`src/rtl/kpd_pkg.sv`:
```
// ----------------------------------------------------------------------------
// Keypad scanner package
// Shared types, state codes and lookup tables for the keypad scanner.
// ----------------------------------------------------------------------------
package kpd_pkg;

    localparam logic [1:0] ST_IDLE    = 2'd0;
    localparam logic [1:0] ST_PRESS   = 2'd1;
    localparam logic [1:0] ST_PROCESS = 2'd2;
    localparam logic [1:0] ST_RELEASE = 2'd3;

    localparam logic [4:0]  CODE_BLANK  = 5'd16;
    localparam logic [15:0] PULSE_MAX   = 16'hFFFF;
    localparam logic [15:0] LIMIT_RESET = 16'd100;
    localparam int          MSG_LEN     = 4;
    localparam logic [2:0]  BURST_LAST  = 3'd4;

    localparam logic [7:0] MSG_RESET_0 = 8'h42;
    localparam logic [7:0] MSG_RESET_1 = 8'h45;
    localparam logic [7:0] MSG_RESET_2 = 8'h45;
    localparam logic [7:0] MSG_RESET_3 = 8'h46;

    typedef struct packed {
        logic       load;
        logic       burst;
        logic [1:0] row;
        logic [7:0] seg;
    } kpd_res_t;

    function automatic logic [7:0] seg_of(input logic [4:0] code);
        logic [7:0] s;
        case (code)
            5'd0:    s = 8'hC0;
            5'd1:    s = 8'hF9;
            5'd2:    s = 8'hA4;
            5'd3:    s = 8'hB0;
            5'd4:    s = 8'h99;
            5'd5:    s = 8'h92;
            5'd6:    s = 8'h82;
            5'd7:    s = 8'hF8;
            5'd8:    s = 8'h80;
            5'd9:    s = 8'h90;
            5'd10:   s = 8'h88;
            5'd11:   s = 8'h83;
            5'd12:   s = 8'hC6;
            5'd13:   s = 8'hA1;
            5'd14:   s = 8'h86;
            5'd15:   s = 8'h8E;
            default: s = 8'hFF;
        endcase
        return s;
    endfunction

    function automatic logic [4:0] key_of(input logic [1:0] row, input logic [3:0] cols);
        logic [4:0] k;
        k = CODE_BLANK;
        case (cols)
            4'd1:
            begin
                case (row)
                    2'd0:    k = 5'd13;
                    2'd1:    k = 5'd10;
                    2'd2:    k = 5'd11;
                    default: k = 5'd12;
                endcase
            end
            4'd2:
            begin
                case (row)
                    2'd0:    k = 5'd15;
                    2'd1:    k = 5'd3;
                    2'd2:    k = 5'd6;
                    default: k = 5'd9;
                endcase
            end
            4'd4:
            begin
                case (row)
                    2'd0:    k = 5'd0;
                    2'd1:    k = 5'd2;
                    2'd2:    k = 5'd5;
                    default: k = 5'd8;
                endcase
            end
            4'd8:
            begin
                case (row)
                    2'd0:    k = 5'd14;
                    2'd1:    k = 5'd1;
                    2'd2:    k = 5'd4;
                    default: k = 5'd7;
                endcase
            end
            default: k = CODE_BLANK;
        endcase
        return k;
    endfunction

    // Hex ASCII to digit code; blank when the byte is not a hex character.
    function automatic logic [4:0] hex_of(input logic [7:0] c);
        logic [4:0] v;
        v = CODE_BLANK;
        if (c >= 8'h30 && c <= 8'h39)
        begin
            v = 5'(c - 8'h30);
        end
        if (c >= 8'h41 && c <= 8'h46)
        begin
            v = 5'(c - 8'h37);
        end
        if (c >= 8'h61 && c <= 8'h66)
        begin
            v = 5'(c - 8'h57);
        end
        return v;
    endfunction

endpackage

```
`src/rtl/kpd_core.sv`:
```
// ----------------------------------------------------------------------------
// Keypad scanner core
// Scan index, debounce state machine, digit store and message store.
// ----------------------------------------------------------------------------
module kpd_core #(
    parameter int DIGITS = 4
) (
    input  logic              clk,
    input  logic              rst_n,
    input  logic              fire,
    input  logic              op,
    input  logic [3:0]        columns,
    input  logic [7:0]        rx_byte,
    input  logic              cfg_we,
    input  logic [15:0]       cfg_wdata,
    output kpd_pkg::kpd_res_t res,
    output logic [3:0][7:0]   msg
);
    import kpd_pkg::*;

    localparam int IW = (DIGITS > 1) ? $clog2(DIGITS) : 1;
    localparam logic [IW-1:0] IDX_LAST = IW'(DIGITS - 1);

    logic [15:0]            limit_reg;
    logic [1:0]             state_reg,   state_next;
    logic [IW-1:0]          scan_reg,    scan_next;
    logic [3:0]             hcols_reg,   hcols_next;
    logic [IW-1:0]          hrow_reg,    hrow_next;
    logic [15:0]            pulse_reg,   pulse_next;
    logic [DIGITS-1:0][4:0] digit_reg,   digit_next;
    logic [IW-1:0]          wr_reg,      wr_next;
    logic [3:0][7:0]        msg_reg,     msg_next;
    logic [IW-1:0]          rcv_reg,     rcv_next;

    logic [IW-1:0] k;
    logic [4:0]    rx_code;
    logic [4:0]    key_code;
    logic          row_hit;

    function automatic logic [IW-1:0] inc_idx(input logic [IW-1:0] i);
        return (i == IDX_LAST) ? '0 : IW'(i + 1'b1);
    endfunction

    function automatic logic [1:0] low2(input logic [IW-1:0] i);
        logic [IW+1:0] e;
        e = (IW + 2)'(i);
        return e[1:0];
    endfunction

    assign k        = inc_idx(scan_reg);
    assign rx_code  = hex_of(rx_byte);
    assign key_code = key_of(low2(hrow_reg), hcols_reg);
    assign row_hit  = (k == hrow_reg);
    assign msg      = msg_reg;

    always_comb
    begin
        state_next = state_reg;
        scan_next  = scan_reg;
        hcols_next = hcols_reg;
        hrow_next  = hrow_reg;
        pulse_next = pulse_reg;
        digit_next = digit_reg;
        wr_next    = wr_reg;
        msg_next   = msg_reg;
        rcv_next   = rcv_reg;
        res.load   = fire && !op;
        res.burst  = 1'b0;
        res.row    = low2(scan_reg);
        res.seg    = seg_of(digit_reg[scan_reg]);

        if (fire && op)
        begin
            if (rx_code != CODE_BLANK)
            begin
                digit_next[rcv_reg] = rx_code;
            end
            rcv_next = inc_idx(rcv_reg);
        end
        else if (fire)
        begin
            scan_next = k;
            case (state_reg)
                ST_IDLE:
                begin
                    if (columns != 4'd0)
                    begin
                        hcols_next = columns;
                        hrow_next  = k;
                        state_next = ST_PRESS;
                        pulse_next = '0;
                    end
                end
                ST_PRESS:
                begin
                    if (row_hit && columns == hcols_reg && pulse_reg != PULSE_MAX)
                    begin
                        pulse_next = pulse_reg + 16'd1;
                    end
                    if (row_hit && columns != hcols_reg)
                    begin
                        state_next = ST_IDLE;
                    end
                    if (pulse_next > limit_reg)
                    begin
                        state_next = ST_PROCESS;
                    end
                end
                ST_PROCESS:
                begin
                    if (hcols_reg == 4'd1 && hrow_reg == '0)
                    begin
                        res.burst = 1'b1;
                        wr_next   = '0;
                    end
                    else
                    begin
                        digit_next[wr_reg] = key_code;
                        if (key_code <= 5'd9)
                        begin
                            msg_next[low2(wr_reg)] = 8'(key_code) + 8'h30;
                        end
                        else if (key_code <= 5'd15)
                        begin
                            msg_next[low2(wr_reg)] = 8'(key_code) + 8'h37;
                        end
                        wr_next = inc_idx(wr_reg);
                    end
                    pulse_next = '0;
                    state_next = ST_RELEASE;
                end
                default:
                begin
                    if (row_hit && columns == 4'd0 && pulse_reg != PULSE_MAX)
                    begin
                        pulse_next = pulse_reg + 16'd1;
                    end
                    if (row_hit && columns != 4'd0)
                    begin
                        pulse_next = '0;
                    end
                    if (pulse_next > limit_reg)
                    begin
                        state_next = ST_IDLE;
                    end
                end
            endcase
        end
    end

    always_ff @(posedge clk or negedge rst_n)
    begin
        if (!rst_n)
        begin
            limit_reg <= LIMIT_RESET;
            state_reg <= ST_IDLE;
            scan_reg  <= '0;
            hcols_reg <= '0;
            hrow_reg  <= '0;
            pulse_reg <= '0;
            digit_reg <= '0;
            wr_reg    <= '0;
            msg_reg   <= {MSG_RESET_3, MSG_RESET_2, MSG_RESET_1, MSG_RESET_0};
            rcv_reg   <= '0;
        end
        else
        begin
            if (cfg_we)
            begin
                limit_reg <= cfg_wdata;
            end
            state_reg <= state_next;
            scan_reg  <= scan_next;
            hcols_reg <= hcols_next;
            hrow_reg  <= hrow_next;
            pulse_reg <= pulse_next;
            digit_reg <= digit_next;
            wr_reg    <= wr_next;
            msg_reg   <= msg_next;
            rcv_reg   <= rcv_next;
        end
    end

endmodule

```
`src/rtl/kpd_out.sv`:
```
// ----------------------------------------------------------------------------
// Keypad scanner result stage
// Holds the digit drive result and plays out the message burst.
// ----------------------------------------------------------------------------
module kpd_out (
    input  logic              clk,
    input  logic              rst_n,
    input  kpd_pkg::kpd_res_t res,
    input  logic [3:0][7:0]   msg,
    input  logic              out_ready,
    output logic              out_valid,
    output logic              kind,
    output logic [1:0]        row_select,
    output logic [7:0]        segments,
    output logic [7:0]        tx_char,
    output logic              last,
    output logic              free
);
    import kpd_pkg::*;

    logic       valid_reg;
    logic [2:0] beat_reg;
    logic       burst_reg;
    logic [1:0] row_reg;
    logic [7:0] seg_reg;
    logic [1:0] msg_idx;

    assign msg_idx    = 2'(beat_reg - 3'd1);
    assign out_valid  = valid_reg;
    assign kind       = (beat_reg != 3'd0);
    assign row_select = kind ? 2'd0 : row_reg;
    assign segments   = kind ? 8'd0 : seg_reg;
    assign tx_char    = kind ? msg[msg_idx] : 8'd0;
    assign last       = burst_reg ? (beat_reg == BURST_LAST) : 1'b1;
    assign free       = !valid_reg || (out_ready && last);

    always_ff @(posedge clk or negedge rst_n)
    begin
        if (!rst_n)
        begin
            valid_reg <= 1'b0;
            beat_reg  <= '0;
            burst_reg <= 1'b0;
        end
        else if (res.load)
        begin
            valid_reg <= 1'b1;
            beat_reg  <= '0;
            burst_reg <= res.burst;
        end
        else if (valid_reg && out_ready)
        begin
            if (last)
            begin
                valid_reg <= 1'b0;
            end
            else
            begin
                beat_reg <= beat_reg + 3'd1;
            end
        end
    end

    always_ff @(posedge clk)
    begin
        if (res.load)
        begin
            row_reg <= res.row;
            seg_reg <= res.seg;
        end
    end

    a_busy_in_burst: assert property (@(posedge clk) disable iff (!rst_n)
        (valid_reg && !last) |-> !free)
        else $error("input taken while a burst is still pending");

    a_beat_range: assert property (@(posedge clk) disable iff (!rst_n)
        beat_reg <= BURST_LAST)
        else $error("burst beat counter out of range");

    a_burst_continues: assert property (@(posedge clk) disable iff (!rst_n)
        (valid_reg && out_ready && !last) |=> (valid_reg && kind))
        else $error("burst stopped before its final beat");

    a_single_beat: assert property (@(posedge clk) disable iff (!rst_n)
        (valid_reg && !burst_reg) |-> (last && !kind))
        else $error("single digit result not marked final");

endmodule

```
`src/rtl/keypad_scan_debounce_display.sv`:
```
// ----------------------------------------------------------------------------
// Keypad scanner with debounce and display
// Scans a 4x4 keypad, debounces keys, drives a seven-segment display and
// sends a four-character message and takes hex digits over a byte channel.
// ----------------------------------------------------------------------------
//  Channel  Signals                                   Direction
//  in       in_valid, in_ready, op, columns, rx_byte  into block
//  out      out_valid, out_ready, kind, row_select,   out of block
//           segments, tx_char, last
//  cfg      cfg_we, cfg_wdata                         into block
//
//  A scan tick gives one digit beat; a confirmed D key adds four message beats.
//  A received byte gives no beat. An item is taken every cycle while the result
//  register is empty or its final beat leaves in that cycle; a five-beat burst
//  holds the input until its last beat goes. The result register sets the rate.
//  Reset returns the limit to 100, the message to BEEF and the digits to zero.
// ----------------------------------------------------------------------------
module keypad_scan_debounce_display #(
    parameter int DIGITS = 4
) (
    input  logic        clk,
    input  logic        rst_n,
    input  logic        in_valid,
    output logic        in_ready,
    input  logic        op,
    input  logic [3:0]  columns,
    input  logic [7:0]  rx_byte,
    output logic        out_valid,
    input  logic        out_ready,
    output logic        kind,
    output logic [1:0]  row_select,
    output logic [7:0]  segments,
    output logic [7:0]  tx_char,
    output logic        last,
    input  logic        cfg_we,
    input  logic [15:0] cfg_wdata
);
    import kpd_pkg::*;

    kpd_res_t        res;
    logic [3:0][7:0] msg;
    logic            free;
    logic            fire;

    assign in_ready = free;
    assign fire     = in_valid && free;

    kpd_core #(
        .DIGITS (DIGITS)
    ) u_core (
        .clk       (clk),
        .rst_n     (rst_n),
        .fire      (fire),
        .op        (op),
        .columns   (columns),
        .rx_byte   (rx_byte),
        .cfg_we    (cfg_we),
        .cfg_wdata (cfg_wdata),
        .res       (res),
        .msg       (msg)
    );

    kpd_out u_out (
        .clk        (clk),
        .rst_n      (rst_n),
        .res        (res),
        .msg        (msg),
        .out_ready  (out_ready),
        .out_valid  (out_valid),
        .kind       (kind),
        .row_select (row_select),
        .segments   (segments),
        .tx_char    (tx_char),
        .last       (last),
        .free       (free)
    );

endmodule
```
`config.mk`:
```
export PLATFORM = sky130hd
export DESIGN_NAME = keypad_scan_debounce_display
export DESIGN_NICKNAME = d
export VERILOG_FILES = /design/src/rtl/kpd_pkg.sv /design/src/rtl/kpd_core.sv /design/src/rtl/kpd_out.sv /design/src/rtl/keypad_scan_debounce_display.sv
export SDC_FILE = /design/constraint.sdc
export NUM_CORES = 1
export LEC_CHECK = 0
export ABC_CLOCK_PERIOD_IN_PS = 8500
export BUFFER_PORTS_ARGS = -buffer_cell sky130_fd_sc_hd__clkbuf_2
export CAP_MARGIN = 20
export CORE_MARGIN = 1.5
export CORE_UTILIZATION = 35
export CTS_CLUSTER_DIAMETER = 30
export CTS_CLUSTER_SIZE = 25
export DETAILED_ROUTE_END_ITERATION = 8
export PLACE_DENSITY = 0.56
export SETUP_SLACK_MARGIN = 0.1
export SLEW_MARGIN = 25
export SYNTH_ARGS = -nofsm -noshare
export SYNTH_HDL_FRONTEND = slang
export SYNTH_HIERARCHICAL = 1
export SYNTH_SLANG_ARGS = --single-unit
export TNS_END_PERCENT = 100
```
`constraint.sdc`:
```
create_clock -name clk -period 8.5 [get_ports clk]
set_input_delay 0 -clock clk [delete_from_list [all_inputs] [get_ports clk]]
set_output_delay 0 -clock clk [all_outputs]
set_load 0.05 [all_outputs]
```
==> results.md <==
- Status: finished clean
- Drt first pass iters: 5
- Sequential Area: 2900 um2
- Gr usage total: 0.178
- Avg Cell Area, Syn: between 9 and 10 um2
- First-pass GRT wire length: 34.0 mm
- Crit-path slowest cell: o211a_1
- WS Path Type: flip-flop to flip-flop
- WP data required: 8.83 ns
- Peak VDD IR: 147 uV
- Place WS: 4.05 ns
- Top cell type's share of synthesized area: 0.277
- Fill cells: around 2.2k
- Leak pwr: 4.16 nW
- DIE AREA: 23900 um2
- Tcrit/Tclk final: 0.525
- Cts repair resizes: 0
- Worst Skew: roughly 0.015 ns
- Arrival time of the worst setup path: 4.79 ns
- Worst path max stage delay: 0.68 ns
- WHS: between 0.08 and 0.09 ns
- DR WL met3: between 800 and 900 um
- CTS clock-pin slew for the worst setup and hold paths: 0.06 ns
- Initial Utilization: 0.357
- PortBufs: 55
- Area Growth Syn to Fin: 16.1%
- Final hold vios: 0
- Clock tree sinks: 113
- Postcts setup bufs: 0
- Non-Filler Instances: ~1.2k
- Rel. slew slack: 0.359
- Crit-path leading delay family: simple AND/OR/NAND/NOR gates
- Hold Crit Class: input port to flip-flop
- Ys flop type: dfrtp_1
- Core area: 22600 um2
- Drt via density: 5.53
- WL met1: 9.72 mm
- Setup TNS: 0 ns
- H-tree levels: 4
- Final setup violation count: 0
- Crit path buf inv count: 0
- CP Max Fanout: 21
- Vias post-DR: roughly 6.7k
- Cts bufs inserted: 17
- Clock buffer depth: 2
- Die Wd: 155 um
- Pin count of the biggest net entering global routing: 64
- RSZ-0062 raised after global routing: false
- Final Routed Wirelength: a little over 20 mm
- Routed WL per cell: roughly 17 um
- CTS root buffer: clkbuf_16
- Routability cong.: 0.856
- Most common cell in the synthesized netlist: nand2_1
- Slew @ Worst Pin: approximately 0.96 ns
- Final setup margin: 4.03 ns
- Max Cap Viol: 0
- Max reg flops: 32
- Worst Setup End Kind: flip-flop
- Cells after DPL: 1149
- Iteration-0 DRC Markers: 420
- Std-Cell Rows: 55
- Syn nets: about 950
- Min Tclk post-route: 4.47 ns
- Pwr/cell area: about 280 nW/um2
- Initial antenna violation count: 0
- CTS tree: built
- Met2 WL: roughly 9.5 mm
- Biggest area consumer among synthesized cells: dfrtp_1
- Post-route ant nets: 0
- Share of cells above drive strength 1: 0.172
- GRT overflow: 0
- Diode count: 0
- Syn. warnings: 6
- Worst-Skew Late Latency: 0.42 ns
- Critical path cell sequence: ha_1 -> xnor2_1 -> and3_1 -> o211a_1 -> nand2_1 -> xnor2_1 -> ha_1 -> nand4_1 -> nor4_1 -> or2_2 -> o31ai_1 -> or4_1 -> a22oi_1
- Nets: 1002
- Type of origin of the critical path: flip-flop
- EDFF count, synth: 10
- DP HPWL: 14.7 mm
- Num ports: 56
- Post-Syn Area: 8050 um2
- Synth top cells by count: 96 x nand2_1, 89 x dfrtp_1, 63 x ha_1, 48 x inv_1, 41 x o21ai_0
- Highest routing layer actually used: met4
- Area contributors post-synth: dfrtp_1 28%, ha_1 9.8%, dfstp_2 4.6%
- Max Slew Vio Count: 0
- Drt drc: 0
- Multi-input gate area: 4760 um2
- Vias in the first global route: 6507
- Mapped Cells: 851
- Flop-to-flop setup slack: 4.03 ns
- Die Y: between 150 and 200 um
- Fmax: 224 MHz
- Sequential-to-total area share from yosys stat: 0.360
- Ys async rst share: 0.912
- FF+latch count, synth: 113
- Finished Core Util: 0.414
- Synth unique cells: 85
-- metrics by stage --
step           cell area (um2)  power, mW
2_1_floorplan             8050       1.58
3_5_place_dp              8500       1.84
3_3_place_gp              8490       1.84
5_1_grt                   9350       2.80
6_report                  9350       2.61
4_1_cts                   9350       2.62
-- routing by layer --
metal,vias to the layer above,GRT usage
met1,3213,0.240
met5,-,0
li1,3251,-
met3,17,0.0347
met4,0,0.0504
met2,173,0.291
-- layout by cell type, fill, tap and decap left out, drive strengths merged, types with 5 or more instances in the layout --
cell type	count
dfrtp	89
xor2	13
nor3b	5
nand4	16
ha	63
o31a	5
a21oi	35
nand3	35
nor2b	16
mux2	23
inv	51
a22o	24
and3	16
mux4	12
dlygate4sd3	22
nor2	30
nand2b	5
a31oi	8
nor3	12
o31ai	14
and2	17
nor4	8
edfxtp	10
nand2	96
dfstp	14
o22ai	22
clkbuf	76
o21ai	44
a21o	12
xnor2	19
-- tightest hold or removal path, delay by kind of cell --
kind	cells	cell delay (ns)
AND/OR/NAND/NOR	1	0.13
buffers and inverters	1	0.29
AO/OA/AOI/OAI	1	0.07
-- worst paths after layout --
check,startpoint,depth (start not counted),to
max reg2reg,u_core/scan_reg[0],13,u_core/state_reg[0]
max,u_core/scan_reg[0],13,u_core/state_reg[0]
min in group asynchronous,rst_n,2,u_core/msg[31]
min,cfg_we,3,u_core/limit_reg[5]
max in group asynchronous,rst_n,3,u_core/pulse_reg[8]
min reg2reg,u_core/msg[8],2,u_core/msg[8]
-- what timing repair did --
action                                  4_1_cts  5_1_grt
hold buffers                                 22        0
hold endpoints to repair                     64        0
endpoints found under the setup margin        0        0
-- cell type report --
class	instances	share of cell area
inverters	50	0.0201
multi-input cells	643	0.509
well taps	285	0.0381
flip-flops and latches	113	0.310
clock buffers	22	0.0519
repair buffers	80	0.0557
clock inverters	10	0.0158
-- cell families after synthesis --
| group | count (synthesis) | share of synthesized area |
|---|---|---|
| DFF | 113 | 0.360 |
| other | 1 | 0.000466 |
| adders and majority gates | 63 | 0.0979 |
| AOI/OAI and AO/OA | 221 | 0.196 |
| buffers and inverters | 95 | 0.0500 |
| and+or+nand+nor | 287 | 0.189 |
| xor gates and xnor gates | 32 | 0.0348 |
| muxes | 39 | 0.0726 |
-- where the power goes --
group          total (mW)  internal (mW)  switching, mW
clock network       0.766          0.497          0.269
logic                1.06          0.392          0.670
registers           0.784          0.660          0.124
total                2.61           1.55           1.06
No activity file was read; power rests on OpenSTA's default activity.
